$ cat src/rtl/b64sc_pkg.sv
// Shared types, constants and character functions of the Base64 stream codec.
// Used by every module of the codec; depends on nothing.
package b64sc_pkg;

  localparam int GROUP_W = 24;
  localparam int QDEPTH  = 2;
  localparam int QPTR_W  = (QDEPTH > 1) ? $clog2(QDEPTH) : 1;
  localparam int QCNT_W  = $clog2(QDEPTH + 1);

  localparam logic [7:0] PAD_CHAR    = 8'h3D;  // '='
  localparam logic [7:0] PLUS_CHAR   = 8'h2B;  // '+'
  localparam logic [7:0] SLASH_CHAR  = 8'h2F;  // '/'
  localparam logic [5:0] SEXTET_MASK = 6'h3F;
  localparam logic [7:0] BYTE_MASK   = 8'hFF;

  localparam logic DIR_ENCODE = 1'b0;
  localparam logic DIR_DECODE = 1'b1;

  // One group handed from the front to the back.
  typedef struct packed {
    logic               dir;     // direction the group was built in
    logic [GROUP_W-1:0] bits;    // packed group bits
    logic [1:0]         fill;    // bytes held by an encode group
    logic [1:0]         cnt_m1;  // number of result beats minus one
    logic               last;    // group closes the stream
    logic               err;     // decode results are errors
  } job_t;

  // Sextet of an alphabet character; bit 6 is set when the character is valid.
  function automatic logic [6:0] sextet_of(input logic [7:0] c);
    logic [6:0] r;
    r = 7'd0;
    if (c >= 8'h41 && c <= 8'h5A)      r = {1'b1, 6'(c - 8'h41)};
    else if (c >= 8'h61 && c <= 8'h7A) r = {1'b1, 6'(c - 8'h47)};
    else if (c >= 8'h30 && c <= 8'h39) r = {1'b1, 6'(c + 8'h04)};
    else if (c == PLUS_CHAR)           r = {1'b1, 6'd62};
    else if (c == SLASH_CHAR)          r = {1'b1, 6'd63};
    return r;
  endfunction

  // Alphabet character of a sextet.
  function automatic logic [7:0] char_of(input logic [5:0] s);
    logic [7:0] r;
    if (s < 6'd26)      r = 8'h41 + {2'b00, s};
    else if (s < 6'd52) r = 8'h47 + {2'b00, s};
    else if (s < 6'd62) r = {2'b00, s} - 8'h04;
    else if (s == 6'd62) r = PLUS_CHAR;
    else                 r = SLASH_CHAR;
    return r;
  endfunction

endpackage

$ cat src/rtl/b64sc_front.sv
// Front of the Base64 codec: accepts input beats, gathers groups, keeps the
// direction register and pushes finished groups as jobs. Uses b64sc_pkg.
module b64sc_front (
  input  logic               clk,
  input  logic               rst_n,
  input  logic               in_valid,
  output logic               in_stall,
  input  logic [7:0]         in_value,
  input  logic               in_last,
  input  logic               cfg_valid,
  output logic               cfg_ready,
  input  logic               cfg_direction,
  input  logic               q_full,
  output logic               push,
  output b64sc_pkg::job_t    push_job
);
  import b64sc_pkg::*;

  logic               dir_r, dir_nxt;
  logic [1:0]         fill_r, fill_nxt;
  logic [GROUP_W-1:0] bits_r, bits_nxt;
  logic               twp_r, twp_nxt;
  logic               bad_r, bad_nxt;

  logic               in_acc, cfg_acc;
  logic [6:0]         sx;
  logic               is_pad, bad_new;
  logic [5:0]         s_val;
  logic [GROUP_W-1:0] enc_bits, dec_bits;

  assign in_stall  = q_full;
  assign cfg_ready = 1'b1;
  assign in_acc    = in_valid && !q_full;
  assign cfg_acc   = cfg_valid;

  assign sx      = sextet_of(in_value);
  assign is_pad  = (in_value == PAD_CHAR);
  assign s_val   = (is_pad || !sx[6]) ? 6'd0 : (sx[5:0] & SEXTET_MASK);
  assign bad_new = bad_r | (!is_pad && !sx[6]);
  assign dec_bits = {bits_r[GROUP_W-7:0], s_val};

  always_comb begin
    enc_bits = bits_r;
    case (fill_r)
      2'd0:    enc_bits[23:16] = in_value & BYTE_MASK;
      2'd1:    enc_bits[15:8]  = in_value & BYTE_MASK;
      default: enc_bits[7:0]   = in_value & BYTE_MASK;
    endcase
  end

  always_comb begin
    dir_nxt  = dir_r;
    fill_nxt = fill_r;
    bits_nxt = bits_r;
    twp_nxt  = twp_r;
    bad_nxt  = bad_r;
    push     = 1'b0;
    push_job = '0;
    push_job.dir  = dir_r;
    push_job.last = in_last;
    if (in_acc) begin
      if (dir_r == DIR_ENCODE) begin
        if (fill_r == 2'd2 || in_last) begin
          push            = 1'b1;
          push_job.bits   = enc_bits;
          push_job.fill   = 2'(fill_r + 2'd1);
          push_job.cnt_m1 = 2'd3;
          fill_nxt = '0;
          bits_nxt = '0;
          twp_nxt  = 1'b0;
          bad_nxt  = 1'b0;
        end else begin
          fill_nxt = 2'(fill_r + 2'd1);
          bits_nxt = enc_bits;
        end
      end else begin
        if (fill_r != 2'd3) begin
          if (in_last) begin
            // Stream ended inside a group: one error beat closes it.
            push            = 1'b1;
            push_job.cnt_m1 = 2'd0;
            push_job.err    = 1'b1;
            fill_nxt = '0;
            bits_nxt = '0;
            twp_nxt  = 1'b0;
            bad_nxt  = 1'b0;
          end else begin
            fill_nxt = 2'(fill_r + 2'd1);
            bits_nxt = dec_bits;
            bad_nxt  = bad_new;
            if (fill_r == 2'd2) twp_nxt = is_pad;
          end
        end else begin
          push          = 1'b1;
          push_job.bits = dec_bits;
          push_job.err  = bad_new;
          if (in_last && is_pad && twp_r)      push_job.cnt_m1 = 2'd0;
          else if (in_last && (is_pad || twp_r)) push_job.cnt_m1 = 2'd1;
          else                                 push_job.cnt_m1 = 2'd2;
          fill_nxt = '0;
          bits_nxt = '0;
          twp_nxt  = 1'b0;
          bad_nxt  = in_last ? 1'b0 : bad_new;
        end
      end
    end
    if (cfg_acc) begin
      dir_nxt  = cfg_direction;
      fill_nxt = '0;
      bits_nxt = '0;
      twp_nxt  = 1'b0;
      bad_nxt  = 1'b0;
    end
  end

  always_ff @(posedge clk) begin
    if (!rst_n) begin
      dir_r  <= DIR_ENCODE;
      fill_r <= '0;
      bits_r <= '0;
      twp_r  <= 1'b0;
      bad_r  <= 1'b0;
    end else begin
      dir_r  <= dir_nxt;
      fill_r <= fill_nxt;
      bits_r <= bits_nxt;
      twp_r  <= twp_nxt;
      bad_r  <= bad_nxt;
    end
  end

endmodule

$ cat src/rtl/b64sc_queue.sv
// Short job queue between the front and the back of the Base64 codec.
// Uses b64sc_pkg for the job type and depth.
module b64sc_queue (
  input  logic            clk,
  input  logic            rst_n,
  input  logic            push,
  input  b64sc_pkg::job_t push_job,
  output logic            full,
  input  logic            pop,
  output logic            empty,
  output b64sc_pkg::job_t pop_job
);
  import b64sc_pkg::*;

  job_t              slot_r [QDEPTH];
  logic [QPTR_W-1:0] wr_ptr_r, wr_ptr_nxt;
  logic [QPTR_W-1:0] rd_ptr_r, rd_ptr_nxt;
  logic [QCNT_W-1:0] cnt_r, cnt_nxt;
  logic              do_push, do_pop;

  assign full    = (cnt_r == QCNT_W'(QDEPTH));
  assign empty   = (cnt_r == '0);
  assign do_push = push && !full;
  assign do_pop  = pop && !empty;
  assign pop_job = slot_r[rd_ptr_r];

  always_comb begin
    wr_ptr_nxt = wr_ptr_r;
    rd_ptr_nxt = rd_ptr_r;
    cnt_nxt    = cnt_r;
    if (do_push) begin
      wr_ptr_nxt = (wr_ptr_r == QPTR_W'(QDEPTH - 1)) ? '0 : QPTR_W'(wr_ptr_r + 1'b1);
    end
    if (do_pop) begin
      rd_ptr_nxt = (rd_ptr_r == QPTR_W'(QDEPTH - 1)) ? '0 : QPTR_W'(rd_ptr_r + 1'b1);
    end
    case ({do_push, do_pop})
      2'b10:   cnt_nxt = QCNT_W'(cnt_r + 1'b1);
      2'b01:   cnt_nxt = QCNT_W'(cnt_r - 1'b1);
      default: cnt_nxt = cnt_r;
    endcase
  end

  always_ff @(posedge clk) begin
    if (do_push) begin
      slot_r[wr_ptr_r] <= push_job;
    end
  end

  always_ff @(posedge clk) begin
    if (!rst_n) begin
      wr_ptr_r <= '0;
      rd_ptr_r <= '0;
      cnt_r    <= '0;
    end else begin
      wr_ptr_r <= wr_ptr_nxt;
      rd_ptr_r <= rd_ptr_nxt;
      cnt_r    <= cnt_nxt;
    end
  end

endmodule

$ cat src/rtl/b64sc_back.sv
// Back of the Base64 codec: takes jobs from the queue and sends one result
// beat per cycle through an output register, unless stalled. Uses b64sc_pkg.
module b64sc_back (
  input  logic            clk,
  input  logic            rst_n,
  input  logic            q_empty,
  input  b64sc_pkg::job_t q_job,
  output logic            pop,
  output logic            out_valid,
  input  logic            out_stall,
  output logic [7:0]      out_value,
  output logic            out_last,
  output logic            out_error
);
  import b64sc_pkg::*;

  logic       job_valid_r, job_valid_nxt;
  job_t       job_r, job_nxt;
  logic [1:0] k_r, k_nxt;
  logic       out_valid_r, out_valid_nxt;
  logic [7:0] out_value_r;
  logic       out_last_r, out_error_r;

  logic       emit, job_done;
  logic [5:0] sext;
  logic [7:0] enc_ch, dec_byte, beat_value;

  assign emit     = job_valid_r && (!out_valid_r || !out_stall);
  assign job_done = emit && (k_r == job_r.cnt_m1);
  assign pop      = !q_empty && (!job_valid_r || job_done);

  always_comb begin
    case (k_r)
      2'd0:    sext = job_r.bits[23:18];
      2'd1:    sext = job_r.bits[17:12];
      2'd2:    sext = job_r.bits[11:6];
      default: sext = job_r.bits[5:0];
    endcase
    enc_ch = char_of(sext);
    if ((job_r.fill == 2'd1 && k_r >= 2'd2) || (job_r.fill == 2'd2 && k_r == 2'd3)) begin
      enc_ch = PAD_CHAR;
    end
    case (k_r)
      2'd0:    dec_byte = job_r.bits[23:16];
      2'd1:    dec_byte = job_r.bits[15:8];
      2'd2:    dec_byte = job_r.bits[7:0];
      default: dec_byte = 8'd0;
    endcase
    if (job_r.dir == DIR_ENCODE) beat_value = enc_ch;
    else if (job_r.err)          beat_value = 8'd0;
    else                         beat_value = dec_byte;
  end

  always_comb begin
    job_valid_nxt = job_valid_r;
    job_nxt       = job_r;
    k_nxt         = k_r;
    out_valid_nxt = out_valid_r;
    if (out_valid_r && !out_stall) out_valid_nxt = 1'b0;
    if (emit) begin
      out_valid_nxt = 1'b1;
      k_nxt         = 2'(k_r + 2'd1);
    end
    if (job_done) job_valid_nxt = 1'b0;
    if (pop) begin
      job_valid_nxt = 1'b1;
      job_nxt       = q_job;
      k_nxt         = '0;
    end
  end

  always_ff @(posedge clk) begin
    if (!rst_n) begin
      job_valid_r <= 1'b0;
      k_r         <= '0;
      out_valid_r <= 1'b0;
    end else begin
      job_valid_r <= job_valid_nxt;
      k_r         <= k_nxt;
      out_valid_r <= out_valid_nxt;
    end
  end

  always_ff @(posedge clk) begin
    job_r <= job_nxt;
    if (emit) begin
      out_value_r <= beat_value;
      out_last_r  <= job_r.last && (k_r == job_r.cnt_m1);
      out_error_r <= (job_r.dir == DIR_DECODE) && job_r.err;
    end
  end

  assign out_valid = out_valid_r;
  assign out_value = out_value_r;
  assign out_last  = out_last_r;
  assign out_error = out_error_r;

endmodule

$ cat src/rtl/base64_stream_codec_top.sv
// Top level of the Base64 stream codec: front, job queue and back.
// Depends on b64sc_pkg, b64sc_front, b64sc_queue and b64sc_back.
//
// Usage notes.
// The input channel (in_valid, in_stall, in_value, in_last) takes one byte or
// one character per beat; in_last marks the final beat of a stream. The output
// channel (out_valid, out_stall, out_value, out_last, out_error) returns one
// character or byte per beat. A beat moves on a rising edge where valid is high
// and stall is low. The configuration channel (cfg_valid, cfg_ready,
// cfg_direction) writes the direction: 0 encodes, 1 decodes. A write also
// clears any partly gathered group, and should only be issued while idle.
// A beat that completes a group is written into the job queue, loaded into
// the back's job register and then into the output register, where its first
// result shows. The back sends one result per cycle while the receiver does
// not stall, so encoding, with four characters for every three bytes, is held
// by the output side; decoding sustains one character per cycle. The front
// keeps accepting beats while the two-entry job queue has room, so a stalled
// result does not stop input until the queue fills. When the receiver stalls,
// the output beat holds steady. Reset (synchronous, active low) empties the
// queue and output, clears the group state and selects encode.
module base64_stream_codec_top (
  input  logic       clk,
  input  logic       rst_n,
  input  logic       in_valid,
  output logic       in_stall,
  input  logic [7:0] in_value,
  input  logic       in_last,
  output logic       out_valid,
  input  logic       out_stall,
  output logic [7:0] out_value,
  output logic       out_last,
  output logic       out_error,
  input  logic       cfg_valid,
  output logic       cfg_ready,
  input  logic       cfg_direction
);
  import b64sc_pkg::*;

  logic q_full, q_empty, push, pop;
  job_t push_job, pop_job;

  // The front gathers groups and hands each completed one to the queue.
  b64sc_front u_front (
    .clk           (clk),
    .rst_n         (rst_n),
    .in_valid      (in_valid),
    .in_stall      (in_stall),
    .in_value      (in_value),
    .in_last       (in_last),
    .cfg_valid     (cfg_valid),
    .cfg_ready     (cfg_ready),
    .cfg_direction (cfg_direction),
    .q_full        (q_full),
    .push          (push),
    .push_job      (push_job)
  );

  // The queue lets the front run ahead while the receiver stalls.
  b64sc_queue u_queue (
    .clk      (clk),
    .rst_n    (rst_n),
    .push     (push),
    .push_job (push_job),
    .full     (q_full),
    .pop      (pop),
    .empty    (q_empty),
    .pop_job  (pop_job)
  );

  // The back expands each job into its result beats.
  b64sc_back u_back (
    .clk       (clk),
    .rst_n     (rst_n),
    .q_empty   (q_empty),
    .q_job     (pop_job),
    .pop       (pop),
    .out_valid (out_valid),
    .out_stall (out_stall),
    .out_value (out_value),
    .out_last  (out_last),
    .out_error (out_error)
  );

endmodule

$ cat config.mk
export PLATFORM = sky130hd
export DESIGN_NAME = base64_stream_codec_top
export DESIGN_NICKNAME = d
export VERILOG_FILES = /design/src/rtl/b64sc_pkg.sv /design/src/rtl/b64sc_front.sv /design/src/rtl/b64sc_queue.sv /design/src/rtl/b64sc_back.sv /design/src/rtl/base64_stream_codec_top.sv
export SDC_FILE = /design/constraint.sdc
export NUM_CORES = 1
export LEC_CHECK = 0
export BUFFER_PORTS_ARGS = -buffer_cell sky130_fd_sc_hd__buf_2
export CORE_ASPECT_RATIO = 0.7
export CORE_MARGIN = 2
export CORE_UTILIZATION = 67
export DETAILED_ROUTE_END_ITERATION = 8
export PLACE_DENSITY = 0.9
export SYNTH_ARGS = -nofsm -noshare
export SYNTH_HDL_FRONTEND = slang
export SYNTH_HIERARCHICAL = 1
export SYNTH_SLANG_ARGS = --single-unit
$ cat constraint.sdc
create_clock -name clk -period 6.8 [get_ports clk]
set_clock_uncertainty 0.05 [all_clocks]
set_input_delay 0.68 -clock clk [delete_from_list [all_inputs] [get_ports clk]]
set_output_delay 0.68 -clock clk [all_outputs]
set_load 0.05 [all_outputs]
==> summary.txt, run 1 <==
Placement
  • Port Buffers: 26
  • RePlAce Congestion: 0.955
  • Post-placement cell count: 817
  • Detail Placement HPWL: 11.8 mm

Routing
  • DR DRC count: 0
  • Initial DRT Pass Iterations: 8
  • DRT Wirelength: 17.8 mm
  • Antenna viol nets, final: 0
  • DR WL/cell: 21.0 um
  • Iter 0 DRT Violations: 927
  • Vias: 5719
  • Post-DR vias/cell: 6.74

Yosys
  • EDFF count, synth: 103
  • Share of the synthesized area in the top cell type: 0.420
  • Yosys cell types: 75
  • Post-synth net total: 720
  • Sequential share of the synthesized area: 0.524
  • Syn_area_per_cell: 10.8 um^2
  • Yosys Warn Count: 6
  • Seq cells post-synth: 141
  • Cell area after synthesis: 7360 um^2
  • Fraction of registers with async set/reset: 0
  • Area contributors post-synth: edfxtp_1, dfxtp_1, nor2_1, mux2_2, ha_1
  • Synth area leader: edfxtp_1
  • Cells after Synth: 684
  • Prevailing post-synth register cell: edfxtp_1

Worst setup path
  • Critical Path End Type: flip-flop
  • Most frequent CP cell: inv_1
  • Chain of cells forming the critical path: inv_1, ha_1, or3_1, nand2_1, nor2_1, inv_1, or3_1, inv_1
  • Top delay family on crit path: simple AND/OR/NAND/NOR gates
  • Slowest-stage cell, CP: inv_1
  • Bufs and invs on worst path: 3
  • Setup CP Type: flip-flop to flip-flop
  • Critical Path Max Stage Delay: 960 ps
  • Arrival time worst endpoint: 4420 ps
  • Nature of the critical path startpoint: flip-flop
  • Crit path required time: 6770 ps
  • CP Max Fanout: 31

Final layout
  • Register Area: 3850 um^2
  • Multi-input logic area: 3160 um^2
  • Commonest non-fill, non-tap cell in the layout: nor2_1
  • ANT cells: 0
  • Nets: 724
  • Share of post-route cells with drive strength above 1: 0.167
  • # fillers: 619
  • Commonest cells after routing, fill and taps aside: nor2_1, edfxtp_1, a21oi_1, dfxtp_1, mux2_2
  • Non-filler cells, final: 849
  • Layout area overhead: 9.54%

Power and ir drop
  • PD cells: 404 nW/um^2
  • Leakage: 0.00293 uW
  • Worst vdd ir: 0.266 mV

STA
  • Final hold violation count: 0
  • Final period util: 0.654
  • Slew Viols, Final: 0
  • Max Fclk: 225 MHz
  • Tmin final: 4440 ps
  • Worst slew margin: 0.122
  • Final hold slack: 443 ps
  • Worst-Margin Slew: 1320 ps
  • Fin Setup TNS: 0 ps
  • Final setup violating endpoints: 0
  • RSZ-0062 raised after global routing: false

Clock tree
  • Total CTS buffers: 17
  • Clock Path Buffers: 2
  • # clock sinks: 141
  • CTS Hold Bufs: 0
  • Post-CTS Setup Inserts: 0
  • Post-cts sizing count: 0
  • Reg clk slew, reported paths: 60 ps
  • Clock root buffer: clkbuf_16
  • H-tree Lvls: 4
  • Clk Latency, worst-skew pair: 420 ps
  • TritonCTS clock tree: yes

GRT
  • Vias in the first global route: 5383
  • Global Route Usage Sum: 0.309
  • Largest net degree at the start of global routing: 34
  • Grt total ovfl: 0
  • Initial antenna violation count: 0
  • First-pass GRT wire length: 27.6 mm

Min path
  • Tightest Hold Check Type: flip-flop to flip-flop

Floorplan
  • Core area: 10500 um^2
  • Site Rows: 31
  • Die extent in x: 129 um
  • Die ar.: 11900 um^2
  • Number of I/O pins: 28
  • Die H: 91.7 um
  • Initial Util: 0.700

Run status
  • Outcome: finished, final reports clean

Run
  • # Max-Cap Violations: 0
path summary, 6_finish.rpt:
| path | from | to | slack (ps) | cells past startpoint |
|---|---|---|---|---|
| setup / recovery | u_front/fill_r[0]$_SDFFE_PP0P_ | u_queue/slot_r[0][14]$_DFFE_PP_ | 2360 | 8 |
| hold / removal | u_front/bits_r[21]$_SDFFE_PP0P_ | u_front/bits_r[21]$_SDFFE_PP0P_ | 440 | 2 |
| setup reg to reg | u_front/fill_r[0]$_SDFFE_PP0P_ | u_queue/slot_r[0][14]$_DFFE_PP_ | 2360 | 8 |
| hold reg to reg | u_front/bits_r[21]$_SDFFE_PP0P_ | u_front/bits_r[21]$_SDFFE_PP0P_ | 440 | 2 |
state kept, by name (all words and copies together), names as in the netlist, named ones only:
| signal | cells |
|---|---|
| u_front/twp_r | 1 |
| u_front/dir_r | 1 |
| u_front/bits_r | 24 |
| u_back/out_value | 8 |
| u_back/out_error | 1 |
| u_back/job_valid_r | 1 |
| u_back/job_r | 31 |
| u_front/fill_r | 2 |
| u_queue/rd_ptr_r | 1 |
| u_queue/cnt_r | 2 |
| u_back/out_last | 1 |
| u_queue/slot_r | 62 |
| u_queue/wr_ptr_r | 1 |
| u_back/out_valid | 1 |
| u_front/bad_r | 1 |
| u_back/k_r | 2 |
logic make-up after synthesis:
logic type               synth area share
multiplexers                       0.0828
adder cells (fa/ha/maj)            0.0357
flip-flops                          0.524
AND/OR/NAND/NOR                     0.143
AO/OA/AOI/OAI                       0.156
other                            0.000510
buffers and inverters              0.0480
XOR/XNOR                           0.0105
cells in the mapped netlist (8+ instances only):
cell and n:
o21ai_0 21, clkbuf_1 26, nand2_1 26, dfxtp_1 38, nand2b_1 11, a21oi_1 38
nor3_1 24, ha_1 21, buf_2 8, mux2_2 31, edfxtp_1 103, buf_4 8
o22ai_1 11, a31oi_1 9, a211oi_1 21, nand3_1 8, nor2_1 110, mux2i_1 26
inv_1 26, and2_1 8
through the flow:
| stage | setup slack [ps] | total power [uW] | utilization | cell area [um^2] |
|---|---|---|---|---|
| floorplan | 3320 | 2060 | - | 7360 |
| global placement | 2560 | 2220 | 0.711 | 7470 |
| detailed placement | 2370 | 2290 | 0.711 | 7470 |
| CTS | 2430 | 3220 | 0.767 | 8060 |
| global route | 2130 | 3380 | 0.767 | 8060 |
| finish | 2360 | 3250 | 0.767 | 8060 |
power by group:
| part | switching [uW] | internal [uW] |
|---|---|---|
| Combinational | 702 | 365 |
| Clock | 344 | 584 |
| Sequential | 99.0 | 1160 |
| Total | 1140 | 2110 |
cell type report:
cell class	instances	area share
Clock inverter	11	0.0175
Timing Repair Buffer	31	0.0208
Sequential cell	141	0.478
Multi-Input combinational cell	469	0.392
Tap cell	148	0.0230
Inverter	28	0.0130
Clock buffer	21	0.0559
worst min-delay path, delay by kind of cell (launching register included):
kind	cells	cell delay, ps
AND/OR/NAND/NOR	2	140
flip-flops	1	300
metal layers:
metal,share of wire,routed length (um),up-vias,global-route usage
met4,0.027,490,0,0.131
met5,0,0,-,0
met2,0.46,8300,438,0.481
met1,0.39,6960,2695,0.412
met3,0.12,2100,63,0.0793
li1,-,-,2523,-
(Power assumes the default switching activity.)
==> run 2: changes to the inputs <==
--- a/config.mk
+++ b/config.mk
@@ -5,12 +5,13 @@
 export SDC_FILE = /design/constraint.sdc
 export NUM_CORES = 1
 export LEC_CHECK = 0
+export ABC_AREA = 1
 export BUFFER_PORTS_ARGS = -buffer_cell sky130_fd_sc_hd__buf_2
 export CORE_ASPECT_RATIO = 0.7
 export CORE_MARGIN = 2
-export CORE_UTILIZATION = 67
+export CORE_UTILIZATION = 56
 export DETAILED_ROUTE_END_ITERATION = 8
-export PLACE_DENSITY = 0.9
+export PLACE_DENSITY = 0.81
 export SYNTH_ARGS = -nofsm -noshare
 export SYNTH_HDL_FRONTEND = slang
 export SYNTH_HIERARCHICAL = 1
==> constraint.sdc (replaced) <==
create_clock -name clk -period 3.7 [get_ports clk]
set_clock_uncertainty 0.05 [all_clocks]
set_input_delay 0.37 -clock clk [delete_from_list [all_inputs] [get_ports clk]]
set_output_delay 0.37 -clock clk [all_outputs]
set_load 0.05 [all_outputs]
==> run 2 against run 1 <==
  * Combinational power up 10%
  * Final area up 5.9%
  * Sequential share of layout area down 2.6 points
  * Critical endpoint is now u_queue/slot_r[1][24]$_DFFE_PP_
  * Highest routed layer unchanged
  * Critical path type unchanged
  * Global-route usage down 4.7 points
==> summary.txt, run 2 <==
Routing
  • Vias: 6188
  • Initial DRT Pass Iterations: 6
  • Antenna viol nets, final: 0
  • Met1 wire length: 8.05 mm
  • Iter 0 DRT Violations: 852
  • Met2 Routed Length: 8.19 mm
  • Top Metal Used: met4
  • Met3 WL: 1.67 mm
  • DR WL/cell: 17.3 um
  • Post-DR vias/cell: 5.84
  • DRT Wirelength: 18.4 mm
  • DR DRC count: 0

Power and ir drop
  • Leakage: 0.00336 uW
  • PD cells: 585 nW/um^2
  • Worst vdd ir: 0.411 mV

GRT
  • Vias in the first global route: 5674
  • Grt total ovfl: 0
  • Largest net degree at the start of global routing: 49
  • First-pass GRT wire length: 29.0 mm
  • Global Route Usage Sum: 0.261
  • Initial antenna violation count: 0

Yosys
  • Count leader, synth: nand2_1
  • Cell area after synthesis: 7720 um^2
  • Cells after Synth: 850
  • Compound-Gate Fraction of Synth Area: 0.142
  • Synth area leader: edfxtp_1
  • Synth top cells by count: nand2_1, edfxtp_1, a21oi_1
  • Share of the synthesized area in the top cell type: 0.401
  • EDFF count, synth: 103
  • Yosys Warn Count: 6
  • Syn_area_per_cell: 9.08 um^2
  • Post-synth net total: 886
  • Area contributors post-synth: edfxtp_1, dfxtp_1, nand2_1, a21oi_1, mux2_2
  • Post-Synth XOR/XNOR Area: 0.00907
  • Seq cells post-synth: 141
  • Largest family of logic cells by synthesized area: simple AND/OR/NAND/NOR gates
  • Prevailing post-synth register cell: edfxtp_1
  • Fraction of registers with async set/reset: 0
  • Synth Area in Simple Gates: 0.205
  • Sequential share of the synthesized area: 0.499
  • Yosys cell types: 43
  • Post-synthesis mux area share: 0.0452
  • Synth Area in Adders: 0.0340

Worst setup path
  • Bufs and invs on worst path: 7
  • Arrival time worst endpoint: 2740 ps
  • Most frequent CP cell: inv_1
  • Top delay family on crit path: buffers and inverters
  • Crit path required time: 3720 ps
  • Chain of cells forming the critical path: buf_4, inv_2, nor2_1, inv_1, nor2_2, inv_1, nand2_1, nor2_1, inv_1, nor2_2, nand2_1, inv_1, buf_4
  • Setup CP Type: flip-flop to flip-flop
  • Critical Path Max Stage Delay: 500 ps
  • Critical Path End Type: flip-flop
  • CP Max Fanout: 39
  • Slowest-stage cell, CP: inv_2
  • Nature of the critical path startpoint: flip-flop

STA
  • Final hold violation count: 0
  • Tmin final: 2730 ps
  • Worst slew margin: 0.256
  • Max Fclk: 367 MHz
  • Slew Viols, Final: 0
  • RSZ-0062 raised after global routing: false
  • Fin Setup TNS: 0 ps
  • Final setup violating endpoints: 0
  • Worst-Margin Slew: 1110 ps
  • Final period util: 0.737

Final layout
  • Commonest non-fill, non-tap cell in the layout: nand2_1
  • Largest registers: u_queue/slot_r (62), u_back/job_r (31), u_front/bits_r (24)
  • Share of post-route cells with drive strength above 1: 0.194
  • Biggest register: u_queue/slot_r
  • Util after Layout: 0.641
  • Max FFs per register: 62
  • Commonest cells after routing, fill and taps aside: nand2_1, edfxtp_1, a21oi_1
  • ANT cells: 0
  • Nets: 898
  • Layout area overhead: 10.5%

Clock tree
  • CTS Hold Bufs: 0
  • Clock root buffer: clkbuf_16
  • Reg clk slew, reported paths: 60 ps
  • Post-CTS Setup Inserts: 0
  • H-tree Lvls: 4
  • Clock Path Buffers: 2
  • Clk Latency, worst-skew pair: 420 ps
  • Post-cts sizing count: 0
  • # clock sinks: 141
  • Total CTS buffers: 17
  • TritonCTS clock tree: yes

Floorplan
  • Die H: 102 um
  • Site Rows: 35
  • Number of I/O pins: 28
  • Die extent in x: 144 um
  • Core area: 13300 um^2
  • Initial Util: 0.580
  • Die ar.: 14800 um^2

Run
  • # Max-Cap Violations: 0

Placement
  • Detail Placement HPWL: 12.3 mm
  • Port Buffers: 26
  • RePlAce Congestion: 0.973

Run status
  • Outcome: finished, final reports clean

Min path
  • Tightest Hold Check Type: input pin to flip-flop
[run 2: changes by cell type in the layout (fill, tap and decap cells not counted), sizes merged, moves of 7 or more]
cell,before,now
nor2,112,103
o21ai,24,70
nor2b,7,0
nand2b,12,0
a21oi,38,89
inv,29,67
nand3,9,54
mux2i,26,0
o22ai,11,0
nor3,25,5
nand2,27,178
and2,9,0
or3,7,0
[run 2: cell families (layout without fill, tap and decap cells)]
group | Yosys count | count (layout)
simple gates | 349 | 349
compound gates | 190 | 190
flops | 141 | 141
buf+inv | 109 | 134
mux | 31 | 31
fa+ha+maj | 21 | 21
xor+xnor | 8 | 8
other cells | 1 | 1
[run 2: where the power goes]
part	internal, uW	leakage [uW]	switching, uW	total (uW)
sequential	1930	0.00128	86.1	2020
clock	1130	0.000292	667	1790
combinational	355	0.00179	825	1180
[run 2: final cells by class]
| type | instances | area [um^2] |
|---|---|---|
| clock buffer | 18 | 429 |
| clock inverter | 14 | 195 |
| fill | 1085 | 4780 |
| inverter | 67 | 256 |
| multi-input combinational | 600 | 3370 |
| sequential | 141 | 3850 |
| tap | 185 | 231 |
| timing repair buffer | 35 | 198 |
[run 2: final timing paths]
path                                  from                               to  slack (ps)  cells past startpoint
max reg2reg     u_front/dir_r$_SDFFE_PN0P_  u_queue/slot_r[1][24]$_DFFE_PP_         970                     13
min                          cfg_direction       u_front/dir_r$_SDFFE_PN0P_         130                      3
max             u_front/dir_r$_SDFFE_PN0P_  u_queue/slot_r[1][24]$_DFFE_PP_         970                     13
min reg2reg  u_queue/rd_ptr_r$_SDFFE_PN0P_    u_queue/rd_ptr_r$_SDFFE_PN0P_         440                      2
[run 2: stage by stage]
step	instances	worst slack, ps	instance area, um^2	total power (uW)	hold slack [ps]
2_1_floorplan	850	333	7720	2920	394
3_3_place_gp	1028	1150	7910	3160	408
3_5_place_dp	1028	1070	7910	3190	421
4_1_cts	1060	1020	8530	4990	114
5_1_grt	1060	751	8530	5210	140
6_report	1060	975	8530	4990	130
[run 2: routing by layer]
metal | up-vias | global-route usage
met5 | - | 0
met4 | 0 | 0.112
met3 | 49 | 0.0576
met2 | 299 | 0.386
met1 | 2898 | 0.375
li1 | 2942 | -
[run 2: worst reg2reg max path: cells and delay by family, from the launching register on]
family                 cells  cell delay, ps
DFF                        1             300
buffers and inverters      7            1380
and+or+nand+nor            6             610
